**config.mk**
```make
export PLATFORM = sky130hd
export DESIGN_NAME = tap_tempo_bpm_estimator_flat
export DESIGN_NICKNAME = d
export VERILOG_FILES = /design/src/sv/tte_pkg.sv /design/src/sv/tte_in_if.sv /design/src/sv/tte_out_if.sv /design/src/sv/tte_ram.sv /design/src/sv/tap_tempo_bpm_estimator.sv /design/src/flat_wrapper.sv
export SDC_FILE = /design/constraint.sdc
export NUM_CORES = 2
export LEC_CHECK = 0
export ABC_AREA = 1
export BUFFER_PORTS_ARGS = -buffer_cell sky130_fd_sc_hd__buf_4
export CORE_MARGIN = 2
export CORE_UTILIZATION = 45
export DETAILED_ROUTE_END_ITERATION = 7
export SYNTH_ARGS = -nofsm -noshare
export SYNTH_HDL_FRONTEND = slang
export SYNTH_SLANG_ARGS = --single-unit
```
**constraint.sdc**
```tcl
create_clock -name clk -period 11.98 [get_ports clk]
set_clock_uncertainty 0.1 [all_clocks]
set_input_delay 1.198 -clock clk [delete_from_list [all_inputs] [get_ports clk]]
set_output_delay 1.198 -clock clk [all_outputs]
set_load 0.005 [all_outputs]
```
**src/sv/tte_pkg.sv**
```systemverilog
package tte_pkg;

    // Field widths of the channels and registers.
    localparam int Z_W      = 13;
    localparam int SAMPLE_W = 10;
    localparam int THR_W    = 9;
    localparam int GAP_W    = 8;
    localparam int SCALE_W  = 16;
    localparam int BPM_W    = 10;
    localparam int GAPS_W   = 9;

    // Saturation limits of the result fields.
    localparam int BPM_MAX  = 999;
    localparam int GAPS_MAX = 511;

    // Register reset values.
    localparam logic [THR_W-1:0]   THR_RESET   = 9'd60;
    localparam logic [GAP_W-1:0]   GAP_RESET   = 8'd10;
    localparam logic [SCALE_W-1:0] SCALE_RESET = 16'd6000;

    // Configuration port.
    localparam int APB_AW = 4;
    localparam int APB_DW = 32;

    typedef enum logic [1:0] {
        REG_TAP_THRESHOLD = 2'd0,
        REG_MIN_GAP       = 2'd1,
        REG_RATE_SCALE    = 2'd2,
        REG_NONE          = 2'd3
    } reg_idx_t;

    typedef enum logic [2:0] {
        ST_IDLE,
        ST_FILL,
        ST_SCAN,
        ST_MUL,
        ST_DIV,
        ST_DONE
    } state_t;

endpackage

```
**src/sv/tte_in_if.sv**
```systemverilog
interface tte_in_if
    import tte_pkg::*;
();
    logic                       valid;
    logic                       ready;
    logic signed [Z_W-1:0]      z_sample;
    logic                       end_of_batch;
    logic                       restart;

    modport source (output valid, z_sample, end_of_batch, restart, input ready);
    modport sink   (input valid, z_sample, end_of_batch, restart, output ready);
endinterface

```
**src/sv/tte_out_if.sv**
```systemverilog
interface tte_out_if
    import tte_pkg::*;
();
    logic                valid;
    logic                ready;
    logic [BPM_W-1:0]    bpm;
    logic [GAPS_W-1:0]   tap_gaps;

    modport source (output valid, bpm, tap_gaps, input ready);
    modport sink   (input valid, bpm, tap_gaps, output ready);
endinterface

```
**src/sv/tte_ram.sv**
```systemverilog
module tte_ram #(
    parameter int WIDTH = 10,
    parameter int DEPTH = 300
) (
    input  logic                     clk,
    input  logic                     we,
    input  logic [$clog2(DEPTH)-1:0] waddr,
    input  logic [WIDTH-1:0]         wdata,
    input  logic [$clog2(DEPTH)-1:0] raddr,
    output logic [WIDTH-1:0]         rdata
);
    logic [WIDTH-1:0] mem [DEPTH];
    logic [WIDTH-1:0] rdata_reg;

    // One write port and one registered read port.
    always_ff @(posedge clk)
    begin
        if (we)
        begin
            mem[waddr] <= wdata;
        end
        rdata_reg <= mem[raddr];
    end

    assign rdata = rdata_reg;
endmodule

```
**src/sv/tap_tempo_bpm_estimator.sv**
```systemverilog
// Tap tempo estimator.
// The sample channel takes one z reading per request, with end_of_batch and
// restart flags. Each reading is scaled down by eight and written into a
// ring of the last WINDOW_DEPTH readings held in one synchronous RAM.
// A plain reading is stored as it is taken and the next may follow at once.
// A reading with restart, or the first after reset, first sweeps the whole
// RAM with that reading, one entry a cycle.
// A reading with end_of_batch starts a scan of the ring through the RAM read
// port, one entry a cycle, then a multiply step and a restoring divide of
// one quotient bit a cycle; the divide is skipped when no gap was counted.
// The result sits in an output register: a new reading is taken while it
// waits, and a finished scan holds in its last state until the register is
// free, so a stalled receiver only stalls the sample channel then.
// Reset clears the control state and restores the register defaults; the
// RAM contents are not cleared, since the first reading fills them.
// Registers over APB: tap_threshold at 0x0, min_gap at 0x4, rate_scale at 0x8.
module tap_tempo_bpm_estimator
    import tte_pkg::*;
#(
    parameter int WINDOW_DEPTH = 300
) (
    input  logic              clk,
    input  logic              rst_n,
    tte_in_if.sink            sample_ch,
    tte_out_if.source         result_ch,
    input  logic              psel,
    input  logic              penable,
    input  logic              pwrite,
    input  logic [APB_AW-1:0] paddr,
    input  logic [APB_DW-1:0] pwdata,
    output logic [APB_DW-1:0] prdata,
    output logic              pready
);
    localparam int AW  = $clog2(WINDOW_DEPTH);
    localparam int CW  = $clog2(WINDOW_DEPTH + 1);
    localparam int RCW = $clog2(WINDOW_DEPTH + 2);
    localparam int PW  = SCALE_W + CW;
    localparam int DCW = $clog2(PW);
    localparam logic [AW-1:0]  LAST_ADDR  = AW'(WINDOW_DEPTH - 1);
    localparam logic [RCW-1:0] READ_COUNT = RCW'(WINDOW_DEPTH + 1);

    // Registers.
    state_t               state_reg, state_next;
    logic [THR_W-1:0]     thr_reg;
    logic [GAP_W-1:0]     gap_reg;
    logic [SCALE_W-1:0]   scale_reg;
    logic                 primed_reg, primed_next;
    logic [AW-1:0]        wi_reg, wi_next;
    logic [SAMPLE_W-1:0]  smp_reg, smp_next;
    logic                 eob_reg, eob_next;
    logic [AW-1:0]        fill_reg, fill_next;
    logic [AW-1:0]        raddr_reg, raddr_next;
    logic [RCW-1:0]       rd_cnt_reg, rd_cnt_next;
    logic                 rvalid_reg, rvalid_next;
    logic [RCW-1:0]       ridx_reg, ridx_next;
    logic [SAMPLE_W-1:0]  prev_reg, prev_next;
    logic                 tvld_reg, tvld_next;
    logic                 tap_reg, tap_next;
    logic [AW-1:0]        ti_reg, ti_next;
    logic                 have_reg, have_next;
    logic [AW-1:0]        last_reg, last_next;
    logic [AW-1:0]        sum_reg, sum_next;
    logic [CW-1:0]        cnt_reg, cnt_next;
    logic [PW-1:0]        quo_reg, quo_next;
    logic [AW-1:0]        rem_reg, rem_next;
    logic [DCW-1:0]       dcnt_reg, dcnt_next;
    logic                 ovalid_reg, ovalid_next;
    logic [BPM_W-1:0]     obpm_reg, obpm_next;
    logic [GAPS_W-1:0]    ogaps_reg, ogaps_next;

    // Combinational helpers.
    logic                  in_acc;
    logic                  out_free;
    logic [SAMPLE_W-1:0]   smp_in;
    logic                  ram_we;
    logic [AW-1:0]         ram_waddr;
    logic [SAMPLE_W-1:0]   ram_wdata;
    logic [SAMPLE_W-1:0]   ram_rdata;
    logic                  issue;
    logic signed [SAMPLE_W:0] diff;
    logic [SAMPLE_W:0]     mag;
    logic [AW-1:0]         gap_len;
    logic [AW:0]           trial;
    logic [AW:0]           trial_sub;
    logic [BPM_W-1:0]      bpm_sat;
    logic [CW+GAPS_W-1:0]  cnt_wide;
    logic [GAPS_W-1:0]     gaps_sat;
    reg_idx_t              reg_idx;

    function automatic logic [AW-1:0] wrap_inc(input logic [AW-1:0] x);
        wrap_inc = (x == LAST_ADDR) ? '0 : x + AW'(1);
    endfunction

    // Sample ring.
    tte_ram #(
        .WIDTH (SAMPLE_W),
        .DEPTH (WINDOW_DEPTH)
    ) u_ring (
        .clk   (clk),
        .we    (ram_we),
        .waddr (ram_waddr),
        .wdata (ram_wdata),
        .raddr (raddr_reg),
        .rdata (ram_rdata)
    );

    // Configuration port.
    assign reg_idx = reg_idx_t'(paddr[3:2]);
    assign pready  = 1'b1;

    always_comb
    begin
        unique case (reg_idx)
            REG_TAP_THRESHOLD: prdata = APB_DW'(thr_reg);
            REG_MIN_GAP:       prdata = APB_DW'(gap_reg);
            REG_RATE_SCALE:    prdata = APB_DW'(scale_reg);
            default:           prdata = '0;
        endcase
    end

    always_ff @(posedge clk or negedge rst_n)
    begin
        if (!rst_n)
        begin
            thr_reg   <= THR_RESET;
            gap_reg   <= GAP_RESET;
            scale_reg <= SCALE_RESET;
        end
        else if (psel && penable && pwrite && pready)
        begin
            unique case (reg_idx)
                REG_TAP_THRESHOLD: thr_reg   <= pwdata[THR_W-1:0];
                REG_MIN_GAP:       gap_reg   <= pwdata[GAP_W-1:0];
                REG_RATE_SCALE:    scale_reg <= pwdata[SCALE_W-1:0];
                default:           ;
            endcase
        end
    end

    // Handshakes and datapath pieces.
    assign sample_ch.ready    = (state_reg == ST_IDLE);
    assign in_acc             = sample_ch.valid && sample_ch.ready;
    assign out_free           = !ovalid_reg || result_ch.ready;
    assign smp_in             = sample_ch.z_sample[Z_W-1:3];
    assign result_ch.valid    = ovalid_reg;
    assign result_ch.bpm      = obpm_reg;
    assign result_ch.tap_gaps = ogaps_reg;

    assign issue     = (state_reg == ST_SCAN) && (rd_cnt_reg != READ_COUNT);
    assign diff      = $signed({prev_reg[SAMPLE_W-1], prev_reg})
                     - $signed({ram_rdata[SAMPLE_W-1], ram_rdata});
    assign mag       = diff[SAMPLE_W] ? {1'b0, SAMPLE_W'(-diff)}
                                      : {1'b0, diff[SAMPLE_W-1:0]};
    assign gap_len   = ti_reg - last_reg;
    assign trial     = {rem_reg, quo_reg[PW-1]};
    assign trial_sub = trial - {1'b0, sum_reg};
    assign bpm_sat   = (quo_reg > PW'(BPM_MAX)) ? BPM_W'(BPM_MAX) : quo_reg[BPM_W-1:0];
    assign cnt_wide  = {{GAPS_W{1'b0}}, cnt_reg};
    assign gaps_sat  = (cnt_wide > (CW+GAPS_W)'(GAPS_MAX))
                     ? GAPS_W'(GAPS_MAX) : cnt_wide[GAPS_W-1:0];

    // Ring write port: plain store on accept, or the fill sweep.
    always_comb
    begin
        ram_we    = 1'b0;
        ram_waddr = wi_reg;
        ram_wdata = smp_in;
        if (state_reg == ST_FILL)
        begin
            ram_we    = 1'b1;
            ram_waddr = fill_reg;
            ram_wdata = smp_reg;
        end
        else if (in_acc && primed_reg && !sample_ch.restart)
        begin
            ram_we = 1'b1;
        end
    end

    // Sequencer and next values.
    always_comb
    begin
        state_next  = state_reg;
        primed_next = primed_reg;
        wi_next     = wi_reg;
        smp_next    = smp_reg;
        eob_next    = eob_reg;
        fill_next   = fill_reg;
        raddr_next  = raddr_reg;
        rd_cnt_next = rd_cnt_reg;
        rvalid_next = issue;
        ridx_next   = rd_cnt_reg;
        prev_next   = prev_reg;
        tvld_next   = 1'b0;
        tap_next    = tap_reg;
        ti_next     = ti_reg;
        have_next   = have_reg;
        last_next   = last_reg;
        sum_next    = sum_reg;
        cnt_next    = cnt_reg;
        quo_next    = quo_reg;
        rem_next    = rem_reg;
        dcnt_next   = dcnt_reg;
        ovalid_next = ovalid_reg && !result_ch.ready;
        obpm_next   = obpm_reg;
        ogaps_next  = ogaps_reg;

        unique case (state_reg)
            ST_IDLE:
            begin
                if (in_acc)
                begin
                    smp_next = smp_in;
                    eob_next = sample_ch.end_of_batch;
                    if (!primed_reg || sample_ch.restart)
                    begin
                        fill_next  = '0;
                        state_next = ST_FILL;
                    end
                    else
                    begin
                        wi_next    = wrap_inc(wi_reg);
                        raddr_next = wrap_inc(wi_reg);
                        if (sample_ch.end_of_batch)
                        begin
                            state_next = ST_SCAN;
                        end
                    end
                end
                rd_cnt_next = '0;
                have_next   = 1'b0;
                sum_next    = '0;
                cnt_next    = '0;
            end

            ST_FILL:
            begin
                fill_next = wrap_inc(fill_reg);
                if (fill_reg == LAST_ADDR)
                begin
                    // Entry 0 already holds the reading, so the store is done.
                    primed_next = 1'b1;
                    wi_next     = AW'(1);
                    raddr_next  = AW'(1);
                    state_next  = eob_reg ? ST_SCAN : ST_IDLE;
                end
            end

            ST_SCAN:
            begin
                if (issue)
                begin
                    rd_cnt_next = rd_cnt_reg + RCW'(1);
                    raddr_next  = wrap_inc(raddr_reg);
                end
                // Step detection on each pair of neighbours.
                if (rvalid_reg)
                begin
                    prev_next = ram_rdata;
                    if (ridx_reg != '0)
                    begin
                        tvld_next = 1'b1;
                        tap_next  = (mag > (SAMPLE_W+1)'(thr_reg));
                        ti_next   = AW'(ridx_reg - RCW'(1));
                    end
                end
                // Gap timing between taps.
                if (tvld_reg)
                begin
                    if (tap_reg)
                    begin
                        if (!have_reg)
                        begin
                            have_next = 1'b1;
                            last_next = ti_reg;
                        end
                        else if (gap_len > AW'(gap_reg))
                        begin
                            sum_next  = sum_reg + gap_len;
                            last_next = ti_reg;
                            cnt_next  = cnt_reg + CW'(1);
                        end
                    end
                    if (ti_reg == LAST_ADDR)
                    begin
                        state_next = ST_MUL;
                    end
                end
            end

            ST_MUL:
            begin
                quo_next  = PW'(scale_reg) * PW'(cnt_reg);
                rem_next  = '0;
                dcnt_next = DCW'(PW - 1);
                state_next = (cnt_reg == '0) ? ST_DONE : ST_DIV;
            end

            ST_DIV:
            begin
                // One restoring quotient bit per cycle.
                if (!trial_sub[AW])
                begin
                    rem_next = trial_sub[AW-1:0];
                    quo_next = {quo_reg[PW-2:0], 1'b1};
                end
                else
                begin
                    rem_next = trial[AW-1:0];
                    quo_next = {quo_reg[PW-2:0], 1'b0};
                end
                dcnt_next = dcnt_reg - DCW'(1);
                if (dcnt_reg == '0)
                begin
                    state_next = ST_DONE;
                end
            end

            ST_DONE:
            begin
                if (out_free)
                begin
                    ovalid_next = 1'b1;
                    obpm_next   = (cnt_reg == '0) ? '0 : bpm_sat;
                    ogaps_next  = gaps_sat;
                    state_next  = ST_IDLE;
                end
            end

            default:
            begin
                state_next = ST_IDLE;
            end
        endcase
    end

    // Control state.
    always_ff @(posedge clk or negedge rst_n)
    begin
        if (!rst_n)
        begin
            state_reg  <= ST_IDLE;
            primed_reg <= 1'b0;
            wi_reg     <= '0;
            fill_reg   <= '0;
            raddr_reg  <= '0;
            rd_cnt_reg <= '0;
            rvalid_reg <= 1'b0;
            ridx_reg   <= '0;
            tvld_reg   <= 1'b0;
            have_reg   <= 1'b0;
            dcnt_reg   <= '0;
            ovalid_reg <= 1'b0;
        end
        else
        begin
            state_reg  <= state_next;
            primed_reg <= primed_next;
            wi_reg     <= wi_next;
            fill_reg   <= fill_next;
            raddr_reg  <= raddr_next;
            rd_cnt_reg <= rd_cnt_next;
            rvalid_reg <= rvalid_next;
            ridx_reg   <= ridx_next;
            tvld_reg   <= tvld_next;
            have_reg   <= have_next;
            dcnt_reg   <= dcnt_next;
            ovalid_reg <= ovalid_next;
        end
    end

    // Payload state.
    always_ff @(posedge clk)
    begin
        smp_reg   <= smp_next;
        eob_reg   <= eob_next;
        prev_reg  <= prev_next;
        tap_reg   <= tap_next;
        ti_reg    <= ti_next;
        last_reg  <= last_next;
        sum_reg   <= sum_next;
        cnt_reg   <= cnt_next;
        quo_reg   <= quo_next;
        rem_reg   <= rem_next;
        obpm_reg  <= obpm_next;
        ogaps_reg <= ogaps_next;
    end
endmodule

```
**src/flat_wrapper.sv**
```systemverilog
// flat-port wrapper written by rule: the top's interface ports become plain ports
module tap_tempo_bpm_estimator_flat import tte_pkg::*;
#(
    parameter int WINDOW_DEPTH = 300
)
  (clk, rst_n, psel, penable, pwrite, paddr, pwdata, prdata, pready, sample_ch_valid, sample_ch_z_sample, sample_ch_end_of_batch, sample_ch_restart, sample_ch_ready, result_ch_valid, result_ch_bpm, result_ch_tap_gaps, result_ch_ready);
  tte_in_if sample_ch_i ();
  tte_out_if result_ch_i ();
  input  logic clk;
  input  logic rst_n;
  input  logic psel;
  input  logic penable;
  input  logic pwrite;
  input  logic [APB_AW-1:0] paddr;
  input  logic [APB_DW-1:0] pwdata;
  output logic [APB_DW-1:0] prdata;
  output logic pready;
  input wire logic [$bits(sample_ch_i.valid)-1:0] sample_ch_valid;
  input wire logic [$bits(sample_ch_i.z_sample)-1:0] sample_ch_z_sample;
  input wire logic [$bits(sample_ch_i.end_of_batch)-1:0] sample_ch_end_of_batch;
  input wire logic [$bits(sample_ch_i.restart)-1:0] sample_ch_restart;
  output wire logic [$bits(sample_ch_i.ready)-1:0] sample_ch_ready;
  output wire logic [$bits(result_ch_i.valid)-1:0] result_ch_valid;
  output wire logic [$bits(result_ch_i.bpm)-1:0] result_ch_bpm;
  output wire logic [$bits(result_ch_i.tap_gaps)-1:0] result_ch_tap_gaps;
  input wire logic [$bits(result_ch_i.ready)-1:0] result_ch_ready;
  assign sample_ch_i.valid = sample_ch_valid;
  assign sample_ch_i.z_sample = sample_ch_z_sample;
  assign sample_ch_i.end_of_batch = sample_ch_end_of_batch;
  assign sample_ch_i.restart = sample_ch_restart;
  assign sample_ch_ready = sample_ch_i.ready;
  assign result_ch_valid = result_ch_i.valid;
  assign result_ch_bpm = result_ch_i.bpm;
  assign result_ch_tap_gaps = result_ch_i.tap_gaps;
  assign result_ch_i.ready = result_ch_ready;
  tap_tempo_bpm_estimator #(.WINDOW_DEPTH(WINDOW_DEPTH)) u_core (.clk(clk), .rst_n(rst_n), .sample_ch(sample_ch_i), .result_ch(result_ch_i), .psel(psel), .penable(penable), .pwrite(pwrite), .paddr(paddr), .pwdata(pwdata), .prdata(prdata), .pready(pready));
endmodule
```
==> out/results.txt <==
Status -> complete, no violations
Global routing's busiest layer -> met2
Die H -> 554 um
Sequential area share after synthesis -> 0.704
Met1 GRT Util -> 0.325
Final ANT Viol Nets -> 0
Slew @ Worst Pin -> 1250 ps
Crit path from -> u_core.cnt_reg[0]
CTS Root Cell -> clkbuf_16
Synthesized cell area -> 136000 um2
Largest net degree at the start of global routing -> 203
Area of the multi-input gates -> 34800 um2
Design Area, Final -> 150000 um2
Post-synth top flop -> edfxtp_1
Setup total negative slack -> 0 ps
Distinct cell type count after synthesis -> 59
Syn Area/Cell -> 12.0 um2
Hold_buf cts -> 0
CTS Buffer Depth -> 4
Power Density -> 260 nW/um2
Gpl congestion -> 0.911
HPWL after DPL -> 207 mm
Largest family of logic cells by synthesized area -> simple AND/OR/NAND/NOR gates
Crit path launch type -> flip-flop
# IOs -> 112
Vias -> 88.7k
Reg2Reg Depth -> 18
Pre-antenna DRT Iters -> 8
Mux cell area share after synthesis -> 0.000735
RSZ-0062 raised after global routing -> no
WP data required -> 12500 ps
Skew-Pair Late Insertion Delay -> 900 ps
Fillers -> 25.8k
GR Layer Usage met2 -> 0.382
Final Cycle Share -> 0.471
Reg-to-reg endpoint -> u_core.quo_reg[20]
Syn. warnings -> 0
Clk sinks -> 3212
Ys async rst share -> 0.0283
Share of post-route cells with drive strength above 1 -> 0.0701
Die area -> 307000 um2
Met3 Use GR -> 0.0371
Total GRT Usage -> 0.237
Max FFs per register -> 3000
Row count -> 202
Flops & latches, synth -> 3212
Xor and xnor area share after synthesis -> 0.00352
Post-cts sizing count -> 0
Worst Setup End Kind -> flip-flop
Die W -> 554 um
Register area -> 95900 um2
Fin crit period -> 5640 ps
Remaining DRCs -> 0
Compound-Gate Fraction of Synth Area -> 0.109
Worst endpoint data arrival time -> 6160 ps
Critical path class -> reg2reg
Adder-cell share of the synthesized area -> 0.0251
RR Startpoint -> u_core.cnt_reg[0]
Post-CTS setup buffer count -> 0
Crit-path max FO -> 21
Setup violators final -> 0
Fin nets -> 11.4k
Grt ovf -> 0
EDFF count, synth -> 3111
Placed cells -> 14.8k
Post-Route WL -> 375 mm
Finished Layout Cells -> 15.4k
TritonCTS buffer count -> 339
Lkg Pwr -> 51.1 nW
H-tree depth -> 5
IR drop worst, VDD -> 525 uV
Core Area -> 302000 um2
Final Hold Viols -> 0
Placed cell area -> 139000 um2
Initial core utilization -> 0.451
Hold WC Path Type -> in2async
CP endpoint -> u_core.quo_reg[20]
Slew Limit Fails -> 0
Total power -> 39.0 mW
CTS tree -> yes
Layout Utilization -> 0.497
Number of max-cap violations -> 0
Reg2Reg Setup Slack -> 6340 ps
Iter 0 DRT Violations -> 10.1k
Buffers added on ports -> 73
Clock transition at the registers of the reported paths -> 60 ps
Cells after synthesis -> 11.3k
WL per Instance -> 24.3 um
Routed vias/inst -> 5.76
First-pass GRT wire length -> 549 mm
Area Growth Syn to Fin -> 10.1%
Fmax -> 177 MHz
Slew margin rel. -> 0.166
Vias in the first global route -> 85.0k
Initial antenna violation count -> 6
Post-synthesis simple-gate area fraction -> 0.116
worst max-delay path, stage by stage, from the launching register on:
cell and delay (ps):
edfxtp_1 890, nand2_1 180, fa_1 560, inv_1 50
fa_1 510, inv_1 60, fa_1 490, fa_1 490
inv_1 40, ha_1 340, nand2_1 90, o21ai_0 450
a21oi_1 180, o21ai_0 350, a21oi_1 200, o21ai_0 180
nand2_1 60, nand3_1 80, nand2_1 80
layout make-up:
class / instances / area share
Antenna cell: 9 / 0.000150
Clock buffer: 412 / 0.0596
Clock inverter: 190 / 0.0110
Inverter: 541 / 0.0138
Multi-Input combinational cell: 6870 / 0.232
Sequential cell: 3212 / 0.639
Tap cell: 3978 / 0.0332
Timing Repair Buffer: 180 / 0.0106
cells in the mapped netlist (6+ instances only):
cell type	n	area (um2)
edfxtp_1	3111	93400
nor2_1	2264	8500
o21ai_0	1541	7710
nand2_1	1120	4200
inv_1	515	1930
nand3_1	381	1910
o211ai_1	340	2550
clkbuf_1	300	1130
o22ai_1	272	1700
buf_2	244	1220
a21oi_1	226	1130
buf_4	119	893
o21ai_1	119	596
ha_1	109	1360
fa_1	103	2060
dfrtp_1	78	1950
a22oi_1	69	518
buf_1	50	188
nor2_2	49	307
o221ai_1	38	333
xor2_1	35	307
nor3_1	26	130
nand4_1	22	138
buf_6	19	214
inv_2	18	67.6
nand2_2	18	113
xnor2_1	16	140
nor2_4	14	158
dfstp_2	13	342
dfxtp_1	10	200
mux2i_1	10	100
a31oi_1	9	56.3
nand2_4	9	101
clkinv_1	8	30.0
nor4_1	8	50.1
o21ai_2	7	61.3
nand3b_1	6	45.0
worst min-delay path by stage:
stage                               startpoint                  end  slack [ps]
after floorplan           u_core.rd_cnt_reg[5]   u_core.ridx_reg[5]         270
after global placement    u_core.rd_cnt_reg[6]   u_core.ridx_reg[6]         300
after detailed placement  u_core.rd_cnt_reg[5]   u_core.ridx_reg[5]         310
after CTS                                rst_n  u_core.scale_reg[2]          70
after global routing                     rst_n  u_core.scale_reg[2]         120
final                                    rst_n  u_core.scale_reg[2]         120
report_power, final:
group	internal, mW	switching [mW]
Clock	5.81	4.33
Sequential	12.8	0.341
Combinational	4.98	10.7
through the flow:
step	hold slack (ps)	setup WS (ps)
after CTS	72.1	6350
final	119	6340
after floorplan	274	6180
after global routing	123	5910
after global placement	296	6360
after detailed placement	306	6360
layout by cell type (no fill, tap or decap), types with 16 or more instances in the layout:
cell type,count
xor2_1,35
buf_4,161
nor2_1,2262
bufinv_16,23
o21ai_1,119
clkbuf_1,63
o22ai_1,272
ha_1,109
a21oi_1,226
nand4_1,22
clkinv_1,86
conb_1,17
dfrtp_1,74
clkinv_2,57
fa_1,103
o211ai_1,340
nand3_1,381
inv_1,513
buf_12,19
nor2_2,50
edfxtp_1,3111
nand2_4,23
nand2_1,1110
a22oi_1,69
xnor2_1,16
nor3_1,26
o221ai_1,38
o21ai_0,1541
clkbuf_16,347
logic make-up (layout without fill, tap and decap cells):
group           count (synthesis)  after routing
compound gates               2649           2649
xor+xnor                       53             53
fa+ha+maj                     212            212
buf+inv                      1273           1323
flops                        3212           3212
mux                            10             10
other cells                     2             26
simple gates                 3929           3929
per-layer routing:
layer | part of all wire | vias up
met5 | 0.000069 | -
met4 | 0.036 | 4
met3 | 0.080 | 665
met2 | 0.47 | 3807
met1 | 0.41 | 44192
li1 | - | 40030
Power figures use the tool's default switching activity.
